File: src/rtl/core/pes_pkg.sv
// Package of the PWM envelope shaper: constants, fixed-point gains and the
// sideband struct that travels with each sample. No dependencies.
`default_nettype none

package pes_pkg;

  // Default phase resolution in bits (Q0.PHASE_BITS).
  localparam int unsigned PES_PHASE_BITS = 16;

  // Widths of the stream payloads.
  localparam int unsigned PES_S_TDATA_W = 48;
  localparam int unsigned PES_M_TDATA_W = 16;

  // Pulse width arithmetic in Q0.24.
  localparam int unsigned PES_WIDTH_BITS = 24;
  localparam int unsigned PES_WIDTH_GAIN = 8053064;
  localparam int unsigned PES_WIDTH_HALF = 8388608;
  localparam int unsigned PES_WIDTH_MIN  = 335544;
  localparam int unsigned PES_WIDTH_MAX  = 16441672;

  // Quotient resolution and how the divider is spread over stages.
  localparam int unsigned PES_Q_BITS     = 16;
  localparam int unsigned PES_DIV_STEP   = 2;
  localparam int unsigned PES_DIV_STAGES = PES_Q_BITS / PES_DIV_STEP;

  // Saturation limits of the output level.
  localparam logic signed [15:0] PES_LEVEL_MAX = 16'sd32767;
  localparam logic signed [15:0] PES_LEVEL_MIN = -16'sd32767;

  // Segment information carried alongside the divider.
  typedef struct packed {
    logic on;    // phase lies in the on-time
    logic done;  // ramp finished or absent: level is a hard rail
  } pes_side_t;

endpackage

`default_nettype wire

File: src/rtl/core/pes_front.sv
// Front stages of the PWM envelope shaper: pulse width from shape, then the
// ramp length and time into the segment. Depends on pes_pkg.
`default_nettype none

module pes_front #(
  parameter int unsigned PHASE_BITS = pes_pkg::PES_PHASE_BITS
) (
  input  wire logic                    clk_i,
  input  wire logic                    rst_ni,
  input  wire logic                    en_i,
  input  wire logic                    valid_i,
  input  wire logic [15:0]             phase_i,
  input  wire logic signed [15:0]      shape_i,
  input  wire logic signed [15:0]      mod_i,
  output logic                         valid_o,
  output logic [PHASE_BITS-1:0]        t_o,
  output logic [PHASE_BITS-1:0]        len_o,
  output pes_pkg::pes_side_t           side_o
);
  import pes_pkg::*;

  localparam int PB     = PHASE_BITS;
  localparam int SH     = int'(PES_WIDTH_BITS) - PB;
  localparam int PRODW  = 16 + PB;
  localparam logic signed [23:0] GAIN = 24'(PES_WIDTH_GAIN);
  localparam logic signed [39:0] W_HALF = $signed(40'(PES_WIDTH_HALF));
  localparam logic signed [39:0] W_MIN  = $signed(40'(PES_WIDTH_MIN));
  localparam logic signed [39:0] W_MAX  = $signed(40'(PES_WIDTH_MAX));
  localparam logic [24:0] HALF_RND = (SH == 0) ? 25'd0 : (25'd1 << (SH - 1));
  localparam logic [PB:0] FULL = (PB+1)'(1) << PB;

  // Stage one: shape times the width gain.
  logic                    s1_v_q;
  logic signed [39:0]      s1_prod_q;
  logic [PB-1:0]           s1_ph_q;
  logic signed [15:0]      s1_mod_q;

  // Stage two: pulse width in Q0.PHASE_BITS.
  logic                    s2_v_q;
  logic [PB-1:0]           s2_width_q;
  logic [PB-1:0]           s2_ph_q;
  logic signed [15:0]      s2_mod_q;
  logic signed [39:0]      w_rnd;
  logic [23:0]             w24;
  logic [24:0]             w_sum;
  logic [PB-1:0]           width_d;

  // Stage three: segment select and ramp length product.
  logic                    s3_v_q;
  logic [PRODW-1:0]        s3_prod_q;
  logic [PB-1:0]           s3_t_q;
  logic                    s3_on_q;
  logic                    on_d;
  logic [PB-1:0]           t_d;
  logic [PB-1:0]           seg_d;
  logic [15:0]             mag_d;
  logic [PB:0]             rest;

  // Stage four: ramp length and rail detection.
  logic [PB-1:0]           len_d;

  // Width: round the Q0.24 product, add one half, clamp, round to phase bits.
  always_comb begin
    w_rnd = ((s1_prod_q + 40'sd16384) >>> 15) + W_HALF;
    if (w_rnd < W_MIN) begin
      w24 = 24'(PES_WIDTH_MIN);
    end else if (w_rnd > W_MAX) begin
      w24 = 24'(PES_WIDTH_MAX);
    end else begin
      w24 = w_rnd[23:0];
    end
    w_sum   = {1'b0, w24} + HALF_RND;
    width_d = PB'(w_sum >> SH);
  end

  // Segment: on-time uses the rise, off-time uses the fall of the rest.
  always_comb begin
    rest  = FULL - {1'b0, s2_width_q};
    on_d  = s2_ph_q < s2_width_q;
    t_d   = on_d ? s2_ph_q : s2_ph_q - s2_width_q;
    seg_d = on_d ? s2_width_q : rest[PB-1:0];
    mag_d = '0;
    if (on_d && !s2_mod_q[15] && (s2_mod_q != 16'sd0)) begin
      mag_d = s2_mod_q;
    end else if (!on_d && s2_mod_q[15]) begin
      mag_d = 16'(-s2_mod_q);
    end
  end

  assign len_d = PB'(s3_prod_q >> 15);

  // Valid bits of the four stages.
  always_ff @(posedge clk_i or negedge rst_ni) begin
    if (!rst_ni) begin
      s1_v_q  <= 1'b0;
      s2_v_q  <= 1'b0;
      s3_v_q  <= 1'b0;
      valid_o <= 1'b0;
    end else if (en_i) begin
      s1_v_q  <= valid_i;
      s2_v_q  <= s1_v_q;
      s3_v_q  <= s2_v_q;
      valid_o <= s3_v_q;
    end
  end

  // Payload of the four stages.
  always_ff @(posedge clk_i) begin
    if (en_i) begin
      s1_prod_q   <= 40'(shape_i) * 40'(GAIN);
      s1_ph_q     <= PB'(phase_i);
      s1_mod_q    <= mod_i;
      s2_width_q  <= width_d;
      s2_ph_q     <= s1_ph_q;
      s2_mod_q    <= s1_mod_q;
      s3_prod_q   <= PRODW'(mag_d) * PRODW'(seg_d);
      s3_t_q      <= t_d;
      s3_on_q     <= on_d;
      t_o         <= s3_t_q;
      len_o       <= len_d;
      side_o.on   <= s3_on_q;
      side_o.done <= s3_t_q >= len_d;
    end
  end

endmodule

`default_nettype wire

File: src/rtl/core/pes_div.sv
// Pipelined restoring divider of the PWM envelope shaper: (t << 16) / len
// with t below len, two quotient bits per stage. Depends on pes_pkg.
`default_nettype none

module pes_div #(
  parameter int unsigned PHASE_BITS = pes_pkg::PES_PHASE_BITS
) (
  input  wire logic                        clk_i,
  input  wire logic                        rst_ni,
  input  wire logic                        en_i,
  input  wire logic                        valid_i,
  input  wire logic [PHASE_BITS-1:0]       t_i,
  input  wire logic [PHASE_BITS-1:0]       len_i,
  input  wire pes_pkg::pes_side_t          side_i,
  output logic                             valid_o,
  output logic [pes_pkg::PES_Q_BITS-1:0]   quo_o,
  output pes_pkg::pes_side_t               side_o
);
  import pes_pkg::*;

  localparam int PB = PHASE_BITS;
  localparam int NS = PES_DIV_STAGES;

  logic [NS-1:0]       v_q;
  logic [PB-1:0]       rem_q  [NS];
  logic [PB-1:0]       len_q  [NS];
  logic [PES_Q_BITS-1:0] quo_q [NS];
  pes_side_t           side_q [NS];

  for (genvar g = 0; g < NS; g++) begin : g_stage
    logic            v_in;
    logic [PB-1:0]   rem_in;
    logic [PB-1:0]   len_in;
    logic [PES_Q_BITS-1:0] quo_in;
    pes_side_t       side_in;
    logic [PB-1:0]   rem_d;
    logic [PES_Q_BITS-1:0] quo_d;

    if (g == 0) begin : g_first
      assign v_in    = valid_i;
      assign rem_in  = t_i;
      assign len_in  = len_i;
      assign quo_in  = '0;
      assign side_in = side_i;
    end else begin : g_next
      assign v_in    = v_q[g-1];
      assign rem_in  = rem_q[g-1];
      assign len_in  = len_q[g-1];
      assign quo_in  = quo_q[g-1];
      assign side_in = side_q[g-1];
    end

    // Shift-and-subtract steps of this stage.
    always_comb begin
      logic [PB:0] shifted;
      rem_d = rem_in;
      quo_d = quo_in;
      for (int k = 0; k < int'(PES_DIV_STEP); k++) begin
        shifted = {rem_d, 1'b0};
        if (shifted >= {1'b0, len_in}) begin
          rem_d = PB'(shifted - {1'b0, len_in});
          quo_d = {quo_d[PES_Q_BITS-2:0], 1'b1};
        end else begin
          rem_d = PB'(shifted);
          quo_d = {quo_d[PES_Q_BITS-2:0], 1'b0};
        end
      end
    end

    // Stage valid bit.
    always_ff @(posedge clk_i or negedge rst_ni) begin
      if (!rst_ni) begin
        v_q[g] <= 1'b0;
      end else if (en_i) begin
        v_q[g] <= v_in;
      end
    end

    // Stage payload.
    always_ff @(posedge clk_i) begin
      if (en_i) begin
        rem_q[g]  <= rem_d;
        len_q[g]  <= len_in;
        quo_q[g]  <= quo_d;
        side_q[g] <= side_in;
      end
    end
  end

  assign valid_o = v_q[NS-1];
  assign quo_o   = quo_q[NS-1];
  assign side_o  = side_q[NS-1];

endmodule

`default_nettype wire

File: src/rtl/core/pes_back.sv
// Back stage of the PWM envelope shaper: squares the distance to the ramp
// end and forms the saturated level. Depends on pes_pkg.
`default_nettype none

module pes_back (
  input  wire logic                        clk_i,
  input  wire logic                        rst_ni,
  input  wire logic                        en_i,
  input  wire logic                        valid_i,
  input  wire logic [pes_pkg::PES_Q_BITS-1:0] quo_i,
  input  wire pes_pkg::pes_side_t          side_i,
  output logic                             valid_o,
  output logic signed [15:0]               level_o
);
  import pes_pkg::*;

  logic [PES_Q_BITS:0]     remain;
  logic [33:0]             sq_q;
  pes_side_t               side_q;
  logic [16:0]             sq_rnd;
  logic signed [17:0]      lv;

  assign remain = 17'd65536 - {1'b0, quo_i};

  // Square register.
  always_ff @(posedge clk_i or negedge rst_ni) begin
    if (!rst_ni) begin
      valid_o <= 1'b0;
    end else if (en_i) begin
      valid_o <= valid_i;
    end
  end

  always_ff @(posedge clk_i) begin
    if (en_i) begin
      sq_q   <= 34'(remain) * 34'(remain);
      side_q <= side_i;
    end
  end

  // Round the square to Q0.16, place it on the rail and saturate.
  always_comb begin
    sq_rnd = 17'((sq_q + 34'd32768) >> 16);
    if (side_q.on) begin
      lv = 18'sd32768 - $signed({1'b0, sq_rnd});
    end else begin
      lv = $signed({1'b0, sq_rnd}) - 18'sd32768;
    end
    if (side_q.done) begin
      level_o = side_q.on ? PES_LEVEL_MAX : PES_LEVEL_MIN;
    end else if (lv > 18'sd32767) begin
      level_o = PES_LEVEL_MAX;
    end else if (lv < -18'sd32767) begin
      level_o = PES_LEVEL_MIN;
    end else begin
      level_o = lv[15:0];
    end
  end

endmodule

`default_nettype wire

File: src/rtl/core/pwm_envelope_shaper.sv
// PWM envelope shaper: one input stream of (phase, shape, mod), one output
// stream of levels. Top level; uses pes_pkg, pes_front, pes_div, pes_back.
//
// Usage:
//   Each input transaction carries an oscillator phase, a shape value that
//   sets the pulse width and a mod value that sets a curved attack (positive)
//   or decay (negative). Each one gives exactly one output transaction with
//   the bipolar level in Q1.15, in the order of the inputs.
//   The pipeline holds four width and edge-length stages, eight divider
//   stages at two quotient bits each, one squaring stage and the output
//   register. The divider chain sets most of the depth. The whole chain
//   is pipelined, so throughput is one transaction per cycle while the
//   receiver keeps up.
//   The output register is backed by a skid register, so when the receiver
//   stalls the last sample in flight is parked and s_axis_tready drops in the
//   next cycle; it rises again in the cycle after the receiver takes data.
//   Reset empties every stage; no transaction is in flight afterwards and
//   s_axis_tready is high.
`default_nettype none

module pwm_envelope_shaper #(
  parameter int unsigned PHASE_BITS = pes_pkg::PES_PHASE_BITS
) (
  input  wire logic                               clk_i,
  input  wire logic                               rst_ni,
  input  wire logic                               s_axis_tvalid,
  output logic                                    s_axis_tready,
  // [15:0] phase, [31:16] shape, [47:32] mod
  input  wire logic [pes_pkg::PES_S_TDATA_W-1:0]  s_axis_tdata,
  output logic                                    m_axis_tvalid,
  input  wire logic                               m_axis_tready,
  // [15:0] level
  output logic [pes_pkg::PES_M_TDATA_W-1:0]       m_axis_tdata
);
  import pes_pkg::*;

  logic                     en;
  logic                     front_v;
  logic [PHASE_BITS-1:0]    front_t;
  logic [PHASE_BITS-1:0]    front_len;
  pes_side_t                front_side;
  logic                     div_v;
  logic [PES_Q_BITS-1:0]    div_quo;
  pes_side_t                div_side;
  logic                     back_v;
  logic signed [15:0]       back_level;
  logic                     out_v_q;
  logic [15:0]              out_data_q;
  logic                     skid_v_q;
  logic [15:0]              skid_data_q;
  logic                     out_take;
  logic                     pipe_v;

  // The pipeline advances unless a sample is parked in the skid register.
  assign en            = !skid_v_q;
  assign s_axis_tready = en;

  pes_front #(
    .PHASE_BITS (PHASE_BITS)
  ) u_front (
    .clk_i   (clk_i),
    .rst_ni  (rst_ni),
    .en_i    (en),
    .valid_i (s_axis_tvalid),
    .phase_i (s_axis_tdata[15:0]),
    .shape_i (s_axis_tdata[31:16]),
    .mod_i   (s_axis_tdata[47:32]),
    .valid_o (front_v),
    .t_o     (front_t),
    .len_o   (front_len),
    .side_o  (front_side)
  );

  pes_div #(
    .PHASE_BITS (PHASE_BITS)
  ) u_div (
    .clk_i   (clk_i),
    .rst_ni  (rst_ni),
    .en_i    (en),
    .valid_i (front_v),
    .t_i     (front_t),
    .len_i   (front_len),
    .side_i  (front_side),
    .valid_o (div_v),
    .quo_o   (div_quo),
    .side_o  (div_side)
  );

  pes_back u_back (
    .clk_i   (clk_i),
    .rst_ni  (rst_ni),
    .en_i    (en),
    .valid_i (div_v),
    .quo_i   (div_quo),
    .side_i  (div_side),
    .valid_o (back_v),
    .level_o (back_level)
  );

  // A finished sample leaves the pipeline whenever it advances.
  assign out_take = !out_v_q || m_axis_tready;
  assign pipe_v   = back_v && en;

  // Output and skid valid bits.
  always_ff @(posedge clk_i or negedge rst_ni) begin
    if (!rst_ni) begin
      out_v_q  <= 1'b0;
      skid_v_q <= 1'b0;
    end else if (out_take) begin
      if (skid_v_q) begin
        out_v_q  <= 1'b1;
        skid_v_q <= 1'b0;
      end else begin
        out_v_q <= pipe_v;
      end
    end else if (pipe_v) begin
      skid_v_q <= 1'b1;
    end
  end

  // Output and skid payload.
  always_ff @(posedge clk_i) begin
    if (out_take) begin
      out_data_q <= skid_v_q ? skid_data_q : back_level;
    end else if (pipe_v) begin
      skid_data_q <= back_level;
    end
  end

  assign m_axis_tvalid = out_v_q;
  assign m_axis_tdata  = out_data_q;

endmodule

`default_nettype wire

File: config.mk
export PLATFORM = sky130hd
export DESIGN_NAME = pwm_envelope_shaper
export DESIGN_NICKNAME = d
export VERILOG_FILES = /design/src/rtl/core/pes_pkg.sv /design/src/rtl/core/pes_front.sv /design/src/rtl/core/pes_div.sv /design/src/rtl/core/pes_back.sv /design/src/rtl/core/pwm_envelope_shaper.sv
export SDC_FILE = /design/constraint.sdc
export NUM_CORES = 2
export LEC_CHECK = 0
export ABC_AREA = 0
export ABC_CLOCK_PERIOD_IN_PS = 28300
export BUFFER_PORTS_ARGS = -buffer_cell sky130_fd_sc_hd__buf_2
export CAP_MARGIN = 20
export CORE_MARGIN = 3
export CORE_UTILIZATION = 59
export DETAILED_ROUTE_END_ITERATION = 10
export PLACE_DENSITY = 0.8
export SETUP_SLACK_MARGIN = 0.4
export SLEW_MARGIN = 20
export SYNTH_ARGS = -nofsm -noshare
export SYNTH_HDL_FRONTEND = slang
export SYNTH_HIERARCHICAL = 1
export SYNTH_SLANG_ARGS = --single-unit
File: constraint.sdc
create_clock -name clk_i -period 28.3 [get_ports clk_i]
set_input_delay 5.66 -clock clk_i [delete_from_list [all_inputs] [get_ports clk_i]]
set_output_delay 5.66 -clock clk_i [all_outputs]
set_load 0.05 [all_outputs]
==> metrics.csv <==
metric;value;unit
die area;101100;um^2
initial antenna violation count;0;
htree depth;2;
Max Clk Rate;90.92;MHz
first-pass GRT wire length;215.2;mm
gpl congestion;0.9291;
RSZ-0062 raised after global routing;no;
placed insts;6954;
Post-synth EDFFs;537;
most common cell in the synthesized netlist;inv_1;
Startpoint Class;input pin;
Max Clock Skew;0.05774;ns
crit path kind;input pin to flip-flop;
Initial Util;60.02;%
commonest cells in the netlist;inv_1 (914), ha_1 (638), edfxtp_1 (537), fa_1 (492), nand2_1 (408);
Setup violations, final;0;
initial drt markers;3127;
crit path DAT;11.42;ns
wire per inst;18.53;um
area growth from synthesis to layout;6.835;%
Vias/cell;5.938;
setup TNS;0;ns
Worst-Skew Late Latency;0.71;ns
Synth Flop Type;edfxtp_1;
Hold Path Class;flip-flop to flip-flop;
die width;318.0;um
Tightest Pin Transition;1.193;ns
fin crit period;11.00;ns
Avg Cell Area, Syn;10.09;um^2
Final period util;38.86;%
final hold violations;0;
CTS Buf Count;59;
Yosys warnings;6;
vias after detailed routing;41960;
IO Pins;70;
final antenna-violating net count;0;
status;completed;
vias in the first global route;42750;
Port Buffer Count;69;
post-synthesis sequential area ratio;28.72;%
Detailed Place HPWL;104.1;mm
share of layout cells above drive strength 1;8.500;%
maximum clock path buffer count;3;
worst-path fanout max;7;
max-cap viol count;0;
std cell rows;113;
Yosys cell types;112;
gr ovfl total;0;
Synth area leaders;edfxtp_1 (28%), fa_1 (17%), ha_1 (14%), inv_1 (6.0%), xnor2_1 (3.6%);
hold slack final;0.4006;ns
synthesized instance count;5691;
Clock transition at path regs;0.07;ns
largest area contributor in the netlist;edfxtp_1;
core footprint;95720;um^2
ys async rst share;2.717;%
post-synthesis register bit count;552;
Resize count post-CTS;0;
CTS Hold Buffers Added;0;
Final Non-Filler Cells;7066;
CTS tree;built;
setup bufs post-CTS;0;
largest net degree at the start of global routing;189;
Chip Height;318.0;um
first-pass iteration count of the detailed router;8;
Layout Nets;6932;
WL final;131.0;mm
worst rel slew slack;19.90;%
gr usage total;25.87;%
CP required;28.72;ns
Worst setup EP type;flip-flop;
CTS root buffer;clkbuf_16;
synthesized cell area;57450;um^2
# clock sinks;552;
Final Slew Violations;0;
post-synth top area share;28.07;%
Residual DRC;0;
-- layer usage --
| metal | vias to the layer above | share of wire, % | wire (um) | GRT usage (%) |
|---|---|---|---|---|
| met3 | 289 | 6.0 | 7908 | 3.854 |
| li1 | 19810 | - | - | - |
| met1 | 20510 | 42 | 54590 | 33.60 |
| met2 | 1357 | 49 | 64270 | 44.80 |
| met4 | 0 | 3.2 | 4185 | 8.034 |
| met5 | - | 0 | 0 | 0 |
-- stage by stage --
stage / area [um^2] / setup slack [ns] / utilization (%)
6_report: 61370 / 17.30 / 64.12
5_1_grt: 61370 / 16.99 / 64.12
4_1_cts: 61360 / 17.37 / 64.11
3_5_place_dp: 59230 / 16.67 / 61.88
3_3_place_gp: 59210 / 16.68 / 61.86
2_1_floorplan: 57480 / 11.91 / -
-- worst max-delay path: stages --
cell,delay [ns]
buf_2,0.17
fa_1,0.58
inv_1,0.10
fa_1,0.49
fa_1,0.51
fa_1,0.50
inv_1,0.05
fa_1,0.50
fa_1,0.51
ha_1,0.36
a21o_1,0.17
a21o_1,0.20
a211o_1,0.32
a21oi_1,0.17
nor3b_1,0.27
a211oi_1,0.18
a311o_1,0.40
a21oi_1,0.18
xnor2_1,0.08
-- flip-flops by register name (all words and copies together) (netlist names), 16 cells and up --
| register | count |
|---|---|
| m_axis_tdata | 16 |
| skid_data_q | 16 |
| u_back/sq_q | 18 |
| u_div/len_q | 112 |
| u_div/quo_q | 72 |
| u_div/rem_q | 112 |
| u_div/side_q | 16 |
| u_front/len_o | 16 |
| u_front/s1_mod_q | 16 |
| u_front/s1_ph_q | 16 |
| u_front/s1_prod_q | 26 |
| u_front/s2_mod_q | 16 |
| u_front/s2_ph_q | 16 |
| u_front/s2_width_q | 16 |
| u_front/s3_prod_q | 16 |
| u_front/s3_t_q | 16 |
| u_front/t_o | 16 |
-- path summary, 6_finish.rpt --
| check | start | to | slack [ns] | cells after the start |
|---|---|---|---|---|
| setup / recovery | s_axis_tdata[20] | u_front/s1_prod_q[39] | 17.30 | 19 |
| hold / removal | u_div/quo_q[1][21] | u_div/quo_q[1][39] | 0.40 | 0 |
| setup reg to reg | u_front/s2_width_q[0] | u_front/s3_prod_q[30] | 17.50 | 31 |
| hold reg to reg | u_div/quo_q[1][21] | u_div/quo_q[1][39] | 0.40 | 0 |
| max in group asynchronous | rst_ni | u_div/g_stage[4].v_in | 23.16 | 1 |
| min in group asynchronous | rst_ni | u_back/valid_o | 4.87 | 1 |
-- placed cells by master (no fill, tap or decap), types with 13 or more instances in the layout --
| cell | synthesis | layout |
|---|---|---|
| a31o_2 | 13 | 13 |
| o2111ai_1 | 13 | 13 |
| edfxtp_1 | 537 | 537 |
| a21oi_1 | 257 | 256 |
| nor3_1 | 108 | 108 |
| o31ai_1 | 41 | 41 |
| mux2i_1 | 14 | 14 |
| nand2b_1 | 44 | 44 |
| nand4_1 | 52 | 52 |
| and2_1 | 49 | 49 |
| nand3_1 | 84 | 84 |
| o21bai_1 | 29 | 29 |
| nor2b_1 | 40 | 40 |
| o31a_1 | 16 | 16 |
| inv_1 | 914 | 913 |
| a31oi_1 | 31 | 31 |
| dfrtp_1 | 15 | 15 |
| clkbuf_16 | 0 | 59 |
| ha_1 | 638 | 638 |
| o211ai_1 | 32 | 32 |
| buf_2 | 31 | 69 |
| or3_1 | 31 | 31 |
| fa_1 | 492 | 492 |
| a211o_1 | 15 | 15 |
| nor2_1 | 400 | 399 |
| mux2_2 | 180 | 180 |
| o21ai_0 | 173 | 172 |
| xor2_1 | 119 | 119 |
| a211oi_1 | 49 | 49 |
| or2_2 | 28 | 28 |
| nand2_1 | 408 | 408 |
| o21a_1 | 64 | 64 |
| buf_4 | 5 | 31 |
| xnor2_1 | 238 | 230 |
| nor4_1 | 31 | 30 |
| and3_1 | 40 | 40 |
| a21boi_0 | 18 | 18 |
| and4_1 | 16 | 16 |
| a21o_1 | 104 | 104 |
-- layout make-up --
class                   count  area [um^2]
diodes                      1        2.502
clock buffers              65         1499
clock inverters            46        634.4
fillers                  7489        34340
inverters                 923         3472
multi-input cells        4112        37060
flip-flops and latches    552        16500
well taps                1265         1583
repair buffers            102        618.1
-- kinds of logic (layout without fill, tap and decap cells) --
kind of cell / count (synthesis) / count (layout) / synth area share (%)
AND/OR/NAND/NOR: 1393 / 1393 / 11.66
adder cells (fa/ha/maj): 1130 / 1130 / 31.04
buffers and inverters: 1036 / 1136 / 6.963
AO/OA/AOI/OAI: 1012 / 1012 / 12.03
flip-flops: 552 / 552 / 28.72
XOR/XNOR: 359 / 359 / 5.499
multiplexers: 207 / 207 / 4.073
other: 2 / 12 / 0.01307
Power is not shown: default switching activity piles up to over one toggle a cycle in this logic, so the estimate is an artifact.
